$ cat src/sv/tsgd_pkg.sv
// tsgd_pkg: shared types, register indexes and reset values for the touch slider
// gesture detector
// no dependencies
package tsgd_pkg;

   localparam int CFG_WIDTH   = 16;
   localparam int CSR_IDX_W   = 3;
   localparam int THR_WIDTH   = 8;
   localparam int SPEED_WIDTH = 8;
   localparam int DIV_NUM_W   = 16;
   localparam int DIV_DEN_W   = 8;

   localparam logic [CSR_IDX_W-1:0] CSR_NOISE_THRESHOLD    = 3'd0;
   localparam logic [CSR_IDX_W-1:0] CSR_BASELINE_UP        = 3'd1;
   localparam logic [CSR_IDX_W-1:0] CSR_BASELINE_DOWN      = 3'd2;
   localparam logic [CSR_IDX_W-1:0] CSR_DOWN_DETECT_COUNT  = 3'd3;
   localparam logic [CSR_IDX_W-1:0] CSR_PRESS_DETECT_COUNT = 3'd4;
   localparam logic [CSR_IDX_W-1:0] CSR_SLIDE_COUNT_MIN    = 3'd5;
   localparam logic [CSR_IDX_W-1:0] CSR_SLIDE_COUNT_MAX    = 3'd6;
   localparam logic [CSR_IDX_W-1:0] CSR_SLIDE_SPEED_MAX    = 3'd7;

   localparam logic [CFG_WIDTH-1:0] RST_NOISE_THRESHOLD    = 16'd64;
   localparam logic [CFG_WIDTH-1:0] RST_BASELINE           = 16'd0;
   localparam logic [THR_WIDTH-1:0] RST_DOWN_DETECT_COUNT  = 8'd2;
   localparam logic [THR_WIDTH-1:0] RST_PRESS_DETECT_COUNT = 8'd20;
   localparam logic [THR_WIDTH-1:0] RST_SLIDE_COUNT_MIN    = 8'd0;
   localparam logic [THR_WIDTH-1:0] RST_SLIDE_COUNT_MAX    = 8'd10;
   localparam logic [THR_WIDTH-1:0] RST_SLIDE_SPEED_MAX    = 8'd255;

   typedef enum logic [1:0] {
      EV_NONE  = 2'd0,
      EV_UP    = 2'd1,
      EV_DOWN  = 2'd2,
      EV_SLIDE = 2'd3
   } event_type;

   typedef enum logic [1:0] {
      MODE_IDLE  = 2'd0,
      MODE_DOWN  = 2'd1,
      MODE_PRESS = 2'd2,
      MODE_SLIDE = 2'd3
   } mode_type;

   typedef enum logic [1:0] {
      ELEC_NONE = 2'd0,
      ELEC_UP   = 2'd1,
      ELEC_DOWN = 2'd2
   } elec_type;

   typedef enum logic [1:0] {
      HOLD_NONE  = 2'd0,
      HOLD_DOWN  = 2'd1,
      HOLD_PRESS = 2'd2
   } hold_type;

   typedef enum logic [1:0] {
      ST_IDLE = 2'd0,
      ST_EVAL = 2'd1,
      ST_DIV  = 2'd2,
      ST_POST = 2'd3
   } state_type;

   typedef struct packed {
      logic busy;
      logic done;
   } div_stat_type;

endpackage

$ cat src/sv/tsgd_lane.sv
// tsgd_lane: one electrode lane, touch compare against baseline plus noise margin
// and the hold counter update with down and press detection
// depends on tsgd_pkg
module tsgd_lane
   import tsgd_pkg::*;
#(
   parameter int MEASURE_WIDTH = 16,
   parameter int COUNT_WIDTH   = 8
) (
   input  logic [MEASURE_WIDTH-1:0] measure,
   input  logic [CFG_WIDTH-1:0]     baseline,
   input  logic [CFG_WIDTH-1:0]     noise_threshold,
   output logic                     touched,
   input  logic                     touched_q,
   input  logic [COUNT_WIDTH-1:0]   hold_cnt,
   input  logic [THR_WIDTH-1:0]     down_detect_count,
   input  logic [THR_WIDTH-1:0]     press_detect_count,
   output logic [COUNT_WIDTH-1:0]   hold_cnt_next,
   output hold_type                 hold_status
);

   localparam int SUM_W = CFG_WIDTH + 1;
   localparam int CMP_W = (COUNT_WIDTH > THR_WIDTH) ? COUNT_WIDTH : THR_WIDTH;

   logic [SUM_W-1:0]       limit;
   logic [SUM_W-1:0]       measure_x;
   logic [CMP_W-1:0]       cnt_x;
   logic [CMP_W-1:0]       down_x;
   logic [CMP_W-1:0]       press_x;
   logic [COUNT_WIDTH-1:0] cnt_inc;

   assign limit     = {1'b0, baseline} + {1'b0, noise_threshold};
   assign measure_x = SUM_W'(measure);
   assign touched   = measure_x > limit;

   assign cnt_x   = CMP_W'(hold_cnt);
   assign down_x  = CMP_W'(down_detect_count);
   assign press_x = CMP_W'(press_detect_count);
   assign cnt_inc = (hold_cnt != '1) ? hold_cnt + COUNT_WIDTH'(1) : hold_cnt;

   always_comb begin
      hold_cnt_next = '0;
      hold_status   = HOLD_NONE;
      if (touched_q) begin
         if (cnt_x == press_x) begin
            hold_status   = HOLD_PRESS;
            hold_cnt_next = (cnt_x > down_x) ? COUNT_WIDTH'(cnt_x - down_x) : '0;
         end else begin
            hold_cnt_next = cnt_inc;
            hold_status   = (CMP_W'(cnt_inc) == down_x) ? HOLD_DOWN : HOLD_NONE;
         end
      end
   end

endmodule

$ cat src/sv/tsgd_div.sv
// tsgd_div: restoring divider, one quotient bit per cycle
// depends on tsgd_pkg
module tsgd_div
   import tsgd_pkg::*;
#(
   parameter int NUM_W = 16,
   parameter int DEN_W = 8
) (
   input  logic             clock,
   input  logic             reset,
   input  logic             start,
   input  logic [NUM_W-1:0] numer,
   input  logic [DEN_W-1:0] denom,
   output logic [NUM_W-1:0] quot,
   output div_stat_type     stat
);

   localparam int CNT_W = $clog2(NUM_W + 1);

   logic [DEN_W-1:0] rem_ff,  rem_in;
   logic [NUM_W-1:0] quo_ff,  quo_in;
   logic [DEN_W-1:0] den_ff,  den_in;
   logic [CNT_W-1:0] cnt_ff,  cnt_in;
   logic             busy_ff, busy_in;
   logic             done_ff, done_in;
   logic [DEN_W:0]   shifted;
   logic [DEN_W+1:0] sub;
   logic             ge;

   assign shifted = {rem_ff, quo_ff[NUM_W-1]};
   assign sub     = {1'b0, shifted} - {2'b00, den_ff};
   assign ge      = !sub[DEN_W+1];

   always_comb begin
      rem_in  = rem_ff;
      quo_in  = quo_ff;
      den_in  = den_ff;
      cnt_in  = cnt_ff;
      busy_in = busy_ff;
      done_in = 1'b0;
      if (start) begin
         rem_in  = '0;
         quo_in  = numer;
         den_in  = denom;
         cnt_in  = CNT_W'(NUM_W);
         busy_in = 1'b1;
      end else if (busy_ff) begin
         rem_in = ge ? sub[DEN_W-1:0] : shifted[DEN_W-1:0];
         quo_in = {quo_ff[NUM_W-2:0], ge};
         cnt_in = cnt_ff - CNT_W'(1);
         if (cnt_ff == CNT_W'(1)) begin
            busy_in = 1'b0;
            done_in = 1'b1;
         end
      end
   end

   always_ff @(posedge clock) begin
      rem_ff <= rem_in;
      quo_ff <= quo_in;
      den_ff <= den_in;
      cnt_ff <= cnt_in;
      if (reset) begin
         busy_ff <= 1'b0;
         done_ff <= 1'b0;
      end else begin
         busy_ff <= busy_in;
         done_ff <= done_in;
      end
   end

   assign quot      = quo_ff;
   assign stat.busy = busy_ff;
   assign stat.done = done_ff;

endmodule

$ cat src/sv/touch_slider_gesture_detector.sv
// touch_slider_gesture_detector: top level, two electrode lanes, merging slider
// machine and slide speed divider
// depends on tsgd_pkg, tsgd_lane, tsgd_div
//
// One scan is taken per transfer; both electrode lanes judge touch and update their
// hold counters side by side, and the slider machine merges them into one result.
// A scan runs from transfer to result through the steps transfer, evaluate and post;
// a slide whose hold count lies above the minimum adds the divide step for the restoring
// divider, which produces one quotient bit per cycle over a 16 bit dividend. One
// scan is worked at a time; the next scan is taken while the last result still waits.
module touch_slider_gesture_detector
   import tsgd_pkg::*;
#(
   parameter int MEASURE_WIDTH = 16,
   parameter int COUNT_WIDTH   = 8
) (
   input  logic                     clock,
   input  logic                     reset,
   input  logic                     req_valid,
   output logic                     req_stall,
   input  logic [MEASURE_WIDTH-1:0] req_up_measure,
   input  logic [MEASURE_WIDTH-1:0] req_down_measure,
   output logic                     rsp_valid,
   input  logic                     rsp_stall,
   output logic [1:0]               rsp_event_kind,
   output logic                     rsp_detect_kind,
   output logic [SPEED_WIDTH-1:0]   rsp_slide_speed,
   output logic [1:0]               rsp_slider_mode,
   output logic                     rsp_up_touched,
   output logic                     rsp_down_touched,
   input  logic                     csr_we,
   input  logic [CSR_IDX_W-1:0]     csr_index,
   input  logic [CFG_WIDTH-1:0]     csr_wdata
);

   localparam int CMP_W = (COUNT_WIDTH > THR_WIDTH) ? COUNT_WIDTH : THR_WIDTH;

   // configuration
   logic [CFG_WIDTH-1:0] noise_ff, base_up_ff, base_dn_ff;
   logic [THR_WIDTH-1:0] down_cnt_ff, press_cnt_ff, min_ff, max_ff, smax_ff;

   // slider state
   state_type              state_ff, state_in;
   mode_type               mode_ff;
   elec_type               last_ff;
   logic [COUNT_WIDTH-1:0] up_cnt_ff, dn_cnt_ff;
   logic [SPEED_WIDTH-1:0] speed_reg_ff;
   logic                   up_t_ff, dn_t_ff;
   event_type              pend_kind_ff, pend_kind_in;
   logic                   pend_detect_ff, pend_detect_in;

   // result register
   logic                   rsp_valid_ff;
   event_type              rsp_kind_ff;
   logic                   rsp_detect_ff;
   logic [SPEED_WIDTH-1:0] rsp_speed_ff;
   mode_type               rsp_mode_ff;
   logic                   rsp_up_ff, rsp_dn_ff;

   logic                   up_touch, dn_touch;
   logic [COUNT_WIDTH-1:0] up_cnt_next, dn_cnt_next;
   hold_type               up_status, dn_status;

   logic                   req_xfer, rsp_xfer, rsp_load, div_start;
   logic [COUNT_WIDTH-1:0] sel_cnt;
   logic [CMP_W-1:0]       sel_x;
   logic                   slide_ok, slide_div;
   logic [THR_WIDTH-1:0]   slide_diff, slide_den;
   logic [DIV_NUM_W-1:0]   slide_num, div_quot;
   div_stat_type           div_stat;
   elec_type               act_elec;

   tsgd_lane #(
      .MEASURE_WIDTH(MEASURE_WIDTH),
      .COUNT_WIDTH  (COUNT_WIDTH)
   ) u_lane_up (
      .measure           (req_up_measure),
      .baseline          (base_up_ff),
      .noise_threshold   (noise_ff),
      .touched           (up_touch),
      .touched_q         (up_t_ff),
      .hold_cnt          (up_cnt_ff),
      .down_detect_count (down_cnt_ff),
      .press_detect_count(press_cnt_ff),
      .hold_cnt_next     (up_cnt_next),
      .hold_status       (up_status)
   );

   tsgd_lane #(
      .MEASURE_WIDTH(MEASURE_WIDTH),
      .COUNT_WIDTH  (COUNT_WIDTH)
   ) u_lane_dn (
      .measure           (req_down_measure),
      .baseline          (base_dn_ff),
      .noise_threshold   (noise_ff),
      .touched           (dn_touch),
      .touched_q         (dn_t_ff),
      .hold_cnt          (dn_cnt_ff),
      .down_detect_count (down_cnt_ff),
      .press_detect_count(press_cnt_ff),
      .hold_cnt_next     (dn_cnt_next),
      .hold_status       (dn_status)
   );

   tsgd_div #(
      .NUM_W(DIV_NUM_W),
      .DEN_W(DIV_DEN_W)
   ) u_div (
      .clock(clock),
      .reset(reset),
      .start(div_start),
      .numer(slide_num),
      .denom(slide_den),
      .quot (div_quot),
      .stat (div_stat)
   );

   // slide decision from the last active electrode
   always_comb begin
      unique case (last_ff)
         ELEC_UP:   sel_cnt = up_cnt_ff;
         ELEC_DOWN: sel_cnt = dn_cnt_ff;
         default:   sel_cnt = '0;
      endcase
   end

   assign sel_x      = CMP_W'(sel_cnt);
   assign slide_ok   = (mode_ff == MODE_DOWN) && (sel_x < CMP_W'(max_ff));
   assign slide_div  = up_t_ff && dn_t_ff && slide_ok && (sel_x > CMP_W'(min_ff));
   assign slide_diff = THR_WIDTH'(sel_x - CMP_W'(min_ff));
   assign slide_den  = max_ff - min_ff;
   assign slide_num  = slide_diff * smax_ff;
   assign act_elec   = up_t_ff ? ELEC_UP : ELEC_DOWN;

   assign req_xfer = req_valid && !req_stall;
   assign rsp_xfer = rsp_valid_ff && !rsp_stall;

   // next state
   always_comb begin
      state_in = state_ff;
      unique case (state_ff)
         ST_IDLE: if (req_valid) state_in = ST_EVAL;
         ST_EVAL: state_in = slide_div ? ST_DIV : ST_POST;
         ST_DIV:  if (div_stat.done) state_in = ST_POST;
         ST_POST: if (rsp_load) state_in = ST_IDLE;
         default: state_in = ST_IDLE;
      endcase
   end

   // machine outputs
   always_comb begin
      req_stall = (state_ff != ST_IDLE);
      div_start = (state_ff == ST_EVAL) && slide_div;
      rsp_load  = (state_ff == ST_POST) && (!rsp_valid_ff || !rsp_stall);
   end

   // pending result of the evaluated scan
   always_comb begin
      pend_kind_in   = EV_NONE;
      pend_detect_in = 1'b0;
      if (up_t_ff && dn_t_ff) begin
         if (slide_ok) pend_kind_in = EV_SLIDE;
      end else if ((up_t_ff || dn_t_ff) && mode_ff != MODE_SLIDE &&
                   (act_elec == last_ff || mode_ff == MODE_IDLE)) begin
         if (dn_status != HOLD_NONE) begin
            pend_kind_in   = EV_DOWN;
            pend_detect_in = (dn_status == HOLD_PRESS);
         end else if (up_status != HOLD_NONE) begin
            pend_kind_in   = EV_UP;
            pend_detect_in = (up_status == HOLD_PRESS);
         end
      end
   end

   always_ff @(posedge clock) begin
      if (reset) begin
         noise_ff     <= RST_NOISE_THRESHOLD;
         base_up_ff   <= RST_BASELINE;
         base_dn_ff   <= RST_BASELINE;
         down_cnt_ff  <= RST_DOWN_DETECT_COUNT;
         press_cnt_ff <= RST_PRESS_DETECT_COUNT;
         min_ff       <= RST_SLIDE_COUNT_MIN;
         max_ff       <= RST_SLIDE_COUNT_MAX;
         smax_ff      <= RST_SLIDE_SPEED_MAX;
      end else if (csr_we) begin
         unique case (csr_index)
            CSR_NOISE_THRESHOLD:    noise_ff     <= csr_wdata;
            CSR_BASELINE_UP:        base_up_ff   <= csr_wdata;
            CSR_BASELINE_DOWN:      base_dn_ff   <= csr_wdata;
            CSR_DOWN_DETECT_COUNT:  down_cnt_ff  <= csr_wdata[THR_WIDTH-1:0];
            CSR_PRESS_DETECT_COUNT: press_cnt_ff <= csr_wdata[THR_WIDTH-1:0];
            CSR_SLIDE_COUNT_MIN:    min_ff       <= csr_wdata[THR_WIDTH-1:0];
            CSR_SLIDE_COUNT_MAX:    max_ff       <= csr_wdata[THR_WIDTH-1:0];
            CSR_SLIDE_SPEED_MAX:    smax_ff      <= csr_wdata[THR_WIDTH-1:0];
            default: ;
         endcase
      end
   end

   // touch flags and pending result
   always_ff @(posedge clock) begin
      if (req_xfer) begin
         up_t_ff <= up_touch;
         dn_t_ff <= dn_touch;
      end
      if (state_ff == ST_EVAL) begin
         pend_kind_ff   <= pend_kind_in;
         pend_detect_ff <= pend_detect_in;
      end
   end

   // slider machine state
   always_ff @(posedge clock) begin
      if (reset) begin
         state_ff     <= ST_IDLE;
         mode_ff      <= MODE_IDLE;
         last_ff      <= ELEC_NONE;
         up_cnt_ff    <= '0;
         dn_cnt_ff    <= '0;
         speed_reg_ff <= '0;
      end else begin
         state_ff <= state_in;
         if (state_ff == ST_EVAL) begin
            if (up_t_ff && dn_t_ff) begin
               if (slide_ok) begin
                  mode_ff <= MODE_SLIDE;
                  if (!slide_div) speed_reg_ff <= '0;
               end
            end else if (!up_t_ff && !dn_t_ff) begin
               mode_ff   <= MODE_IDLE;
               last_ff   <= ELEC_NONE;
               up_cnt_ff <= '0;
               dn_cnt_ff <= '0;
            end else if (mode_ff != MODE_SLIDE &&
                         (act_elec == last_ff || mode_ff == MODE_IDLE)) begin
               last_ff   <= act_elec;
               up_cnt_ff <= up_cnt_next;
               dn_cnt_ff <= dn_cnt_next;
               if (dn_status != HOLD_NONE) begin
                  mode_ff <= (dn_status == HOLD_PRESS) ? MODE_PRESS : MODE_DOWN;
               end else if (up_status != HOLD_NONE) begin
                  mode_ff <= (up_status == HOLD_PRESS) ? MODE_PRESS : MODE_DOWN;
               end
            end
         end
         // quotient stays below the speed scale, so it fits eight bits
         if (state_ff == ST_DIV && div_stat.done) begin
            speed_reg_ff <= div_quot[SPEED_WIDTH-1:0];
         end
      end
   end

   // result register
   always_ff @(posedge clock) begin
      if (reset) begin
         rsp_valid_ff <= 1'b0;
      end else if (rsp_load) begin
         rsp_valid_ff <= 1'b1;
      end else if (rsp_xfer) begin
         rsp_valid_ff <= 1'b0;
      end
      if (rsp_load) begin
         rsp_kind_ff   <= pend_kind_ff;
         rsp_detect_ff <= pend_detect_ff;
         rsp_speed_ff  <= (pend_kind_ff == EV_SLIDE) ? speed_reg_ff : '0;
         rsp_mode_ff   <= mode_ff;
         rsp_up_ff     <= up_t_ff;
         rsp_dn_ff     <= dn_t_ff;
      end
   end

   assign rsp_valid        = rsp_valid_ff;
   assign rsp_event_kind   = rsp_kind_ff;
   assign rsp_detect_kind  = rsp_detect_ff;
   assign rsp_slide_speed  = rsp_speed_ff;
   assign rsp_slider_mode  = rsp_mode_ff;
   assign rsp_up_touched   = rsp_up_ff;
   assign rsp_down_touched = rsp_dn_ff;

`ifndef SYNTH
   a_div_only_in_div: assert property (@(posedge clock) disable iff (reset)
      div_stat.busy |-> state_ff == ST_DIV)
      else $error("divider running outside the divide state");

   a_xfer_to_eval: assert property (@(posedge clock) disable iff (reset)
      req_xfer |=> state_ff == ST_EVAL)
      else $error("accepted scan not evaluated");

   a_slide_mode: assert property (@(posedge clock) disable iff (reset)
      rsp_valid_ff && rsp_kind_ff == EV_SLIDE |-> rsp_mode_ff == MODE_SLIDE)
      else $error("slide result without slide mode");

   a_speed_zero: assert property (@(posedge clock) disable iff (reset)
      rsp_valid_ff && rsp_kind_ff != EV_SLIDE |-> rsp_speed_ff == '0)
      else $error("speed reported without a slide");
`endif

endmodule
$ cat config.mk
export PLATFORM = sky130hd
export DESIGN_NAME = touch_slider_gesture_detector
export DESIGN_NICKNAME = d
export VERILOG_FILES = /design/src/sv/tsgd_pkg.sv /design/src/sv/tsgd_lane.sv /design/src/sv/tsgd_div.sv /design/src/sv/touch_slider_gesture_detector.sv
export SDC_FILE = /design/constraint.sdc
export NUM_CORES = 1
export LEC_CHECK = 0
export BUFFER_PORTS_ARGS = -buffer_cell sky130_fd_sc_hd__buf_2
export CORE_MARGIN = 2
export CORE_UTILIZATION = 40
export CTS_BUF_LIST = sky130_fd_sc_hd__clkbuf_8
export CTS_CLUSTER_SIZE = 30
export DETAILED_ROUTE_END_ITERATION = 16
export GPL_TIMING_DRIVEN = 0
export PLACE_DENSITY = 0.59
export SKIP_LAST_GASP = 1
export SYNTH_ARGS = -nofsm -noshare
export SYNTH_HDL_FRONTEND = slang
export SYNTH_SLANG_ARGS = --single-unit
$ cat constraint.sdc
create_clock -name clock -period 14.17 [get_ports clock]
set_clock_uncertainty 0.15 [all_clocks]
set_input_delay 0.7085 -clock clock [delete_from_list [all_inputs] [get_ports clock]]
set_output_delay 0.7085 -clock clock [all_outputs]
set_load 0.02 [all_outputs]
==> impl_metrics.ini <==
[yosys]
synth_seq_cells = 178
synth_compound_area_share_pct = 16.3
syn_avg_cell_area_um2 = 8.36
synth_edf_count = 44
synth_top_family_by_area = simple AND/OR/NAND/NOR gates
synth_top_area_share_pct = 19.2
synthSimpleGateAreaFrac_pct = 20.8
synth_nets = 1932
synth.area.mux_share_pct = 1.75
yosys.area.top_type = dfxtp_1
syn_inst = 1672
synth_cell_type_count = 77
yosys_warnings = 0
synthArstFlopShare_pct = 0
synth-xor-area-share_pct = 6.02
seq_area_frac_synth_pct = 28.7
synth_area_leaders = dfxtp_1 (19%), ha_1 (14%), edfxtp_1 (9.5%), nand2_1 (7.0%), fa_1 (6.2%)
synth_area_um2 = 14000
synth_flop_cell = dfxtp_1
synthAdderAreaFrac_pct = 20.6

[global_route]
grt_pass1_vias = 11400
grt_max_degree = 18
antenna_found_initial = 6
grt_overflow = 0
grt_usage_pct = 20.9
grt_pass1_wl_mm = 60.0

[clocking]
postCtsSetupRepairBufs = 0
cts_resized = 0
cts_max_level = 4
cts.sinks = 178
ctsLongestPathBuffers = 2
clock_latency_ns = 0.49
cts_buffers = 17
cts-root-buf = clkbuf_8
cts.hold.buffers_added = 0
path_clk_slew_ns = 0.10
cts_tree = built

[floorplanning]
pin_count = 73
core_area_um2 = 34500
num_rows = 68
die_h_um = 191
die_w_um = 191
initial_utilization_pct = 40.5
die-area_um2 = 36400

[cells_and_area]
layout.nets = 2013
post-route-util_pct = 44.3
design_area_um2 = 15300
syn_to_final_growth_pct = 9.34
nFillCells = 3508
drive_above_1_share_pct = 7.25

[timing]
worstMarginPinSlew_ns = 0.990
max_slew_margin_pct = 33.1
setup_viol = 0
layout_setup_ws_ns = 6.44
rsz0062_at_grt = false
min_period_ns = 7.73
drv_slew = 0
finalCritPeriodShare_pct = 54.6
hold_viol = 0
setup_tns_ns = 0
whs_ns = 0.280
fmax_ghz = 0.129

[detailed_routing]
drc = 0
dr.pass1.iters = 5
ant_nets = 0
vias_per_cell = 5.41
finalWirelength_mm = 37.6
via_count = 12000
drt_iter0_markers = 717
wl_per_cell_um = 16.9

[setup_path]
start_kind = flop
endpoint_kind = flop
crit_required_ns = 14.22
cp.arrival_ns = 7.79
cp_max_fo = 8
critPathKind = reg2reg

[place]
hpwl_mm = 29.3
io_buffers = 62
dpl_cell_area_um2 = 14900
place_ws_ns = 6.48
gp_congestion = 0.911

[job]
drv_cap = 0

[pwr]
ir_worst_vdd_uv = 65.0
p_per_area_nw_per_um2 = 93.6
leakage_nw = 6.54

[hold_path]
hold_path_class = reg2reg

[status]
outcome = completed
## critical path, cell delays in order (launching register included)
cell	delay (ns)
dfxtp_1	0.41
ha_1	0.17
clkbuf_1	0.26
a22oi_1	0.14
nor2_1	0.34
ha_1	0.34
a21o_1	0.16
a21o_1	0.20
a21o_1	0.19
a21o_1	0.19
a21o_1	0.18
a21oi_1	0.76
mux2i_1	0.31
fa_1	0.46
fa_1	0.47
fa_1	0.54
inv_1	0.05
fa_1	0.54
inv_1	0.05
ha_1	0.24
or3_1	0.36
o21ai_0	0.09
a21oi_1	0.09
a41oi_1	0.32
a21oi_1	0.13
xnor2_1	0.17
o21ai_0	0.13
## area by class of cell
cell class | count | area (um2) | share of cell area (%)
repair buffers | 62 | 310 | 2.03
multi-input cells | 1295 | 9150 | 59.9
diodes | 4 | 10.0 | 0.0655
well taps | 455 | 569 | 3.73
plain buffers | 67 | 323 | 2.11
flip-flops and latches | 178 | 4000 | 26.2
clock buffers | 17 | 234 | 1.53
inverters | 132 | 495 | 3.24
clock inverters | 15 | 178 | 1.16
## per-stage QoR
step                      instances  total power [mW]
after floorplan                1672             0.933
after global placement         2189              1.05
after detailed placement       2189              1.06
after CTS                      2221              1.44
after global routing           2223              1.53
final                          2225              1.43
## cells in the mapped netlist, drive strengths merged (15+ instances only)
cell type  instances
nand2            260
ha               161
a21oi            145
dfxtp            134
inv              132
nor2              93
o21ai             69
clkbuf            59
xnor2             54
edfxtp            44
and2              43
fa                43
xor2              42
nand2b            31
nor3              30
nor2b             24
nand3             22
mux2i             21
nand4             21
o21a              20
a21o              18
nand3b            15
## where the power goes
part | switching, mW | leakage (nW) | total (mW) | internal, mW
Clock | 0.217 | 0.214 | 0.380 | 0.163
Combinational | 0.279 | 4.83 | 0.471 | 0.192
Sequential | 0.0279 | 1.49 | 0.579 | 0.551
Total | 0.524 | 6.54 | 1.43 | 0.905
## state kept, by name (all words and copies together) (netlist names), 5 cells and up
name / flops
base_dn_ff: 16
base_up_ff: 16
dn_cnt_ff: 8
down_cnt_ff: 8
max_ff: 8
min_ff: 8
noise_ff: 16
press_cnt_ff: 8
rsp_slide_speed: 8
smax_ff: 8
speed_reg_ff: 8
u_div.cnt_ff: 5
u_div.den_ff: 8
u_div.quot: 16
u_div.rem_ff: 8
up_cnt_ff: 8
## placed cells by master (no fill, tap or decap), types with 21 or more instances in the layout
cell type / netlist / layout
mux2i_1: 21 / 21
xnor2_1: 54 / 54
and2_1: 43 / 43
buf_2: 1 / 63
edfxtp_1: 44 / 44
xor2_1: 42 / 42
nand2_1: 260 / 260
ha_1: 161 / 161
nand2b_1: 31 / 31
dfxtp_1: 134 / 134
nor2_1: 93 / 93
nor3_1: 30 / 30
inv_1: 131 / 132
nor2b_1: 24 / 24
o21ai_0: 64 / 64
nand3_1: 22 / 22
clkbuf_1: 50 / 50
a21oi_1: 145 / 145
fa_1: 43 / 43
## worst paths after layout
kind                                                    from                        end  slack (ns)  depth (start not counted)
worst max register to register       last_ff[1]$_SDFFE_PP0P_   u_div.quot[15]$_DFFE_PP_        6.44                         26
worst min-delay path            pend_detect_ff$_SDFFCE_PP0P_  rsp_detect_kind$_DFFE_PP_        0.28                          0
worst min register to register  pend_detect_ff$_SDFFCE_PP0P_  rsp_detect_kind$_DFFE_PP_        0.28                          0
worst max-delay path                 last_ff[1]$_SDFFE_PP0P_   u_div.quot[15]$_DFFE_PP_        6.44                         26
## metal layers
metal | GRT usage (%) | up-vias | share of wire, % | wire length [um]
met5 | 0 | - | 0.074 | 28
met4 | 5.99 | 4 | 1.9 | 702
met3 | 4.03 | 52 | 5.1 | 1940
met2 | 35.8 | 296 | 48 | 18100
met1 | 26.7 | 5724 | 45 | 16900
li1 | - | 5953 | - | -
## kinds of logic after synthesis
| group | count (synthesis) |
|---|---|
| AOI/OAI and AO/OA | 370 |
| xor gates and xnor gates | 96 |
| muxes | 24 |
| and+or+nand+nor | 601 |
| DFF | 178 |
| buffers and inverters | 199 |
| adders and majority gates | 204 |
No activity file was read; power rests on OpenSTA's default activity.
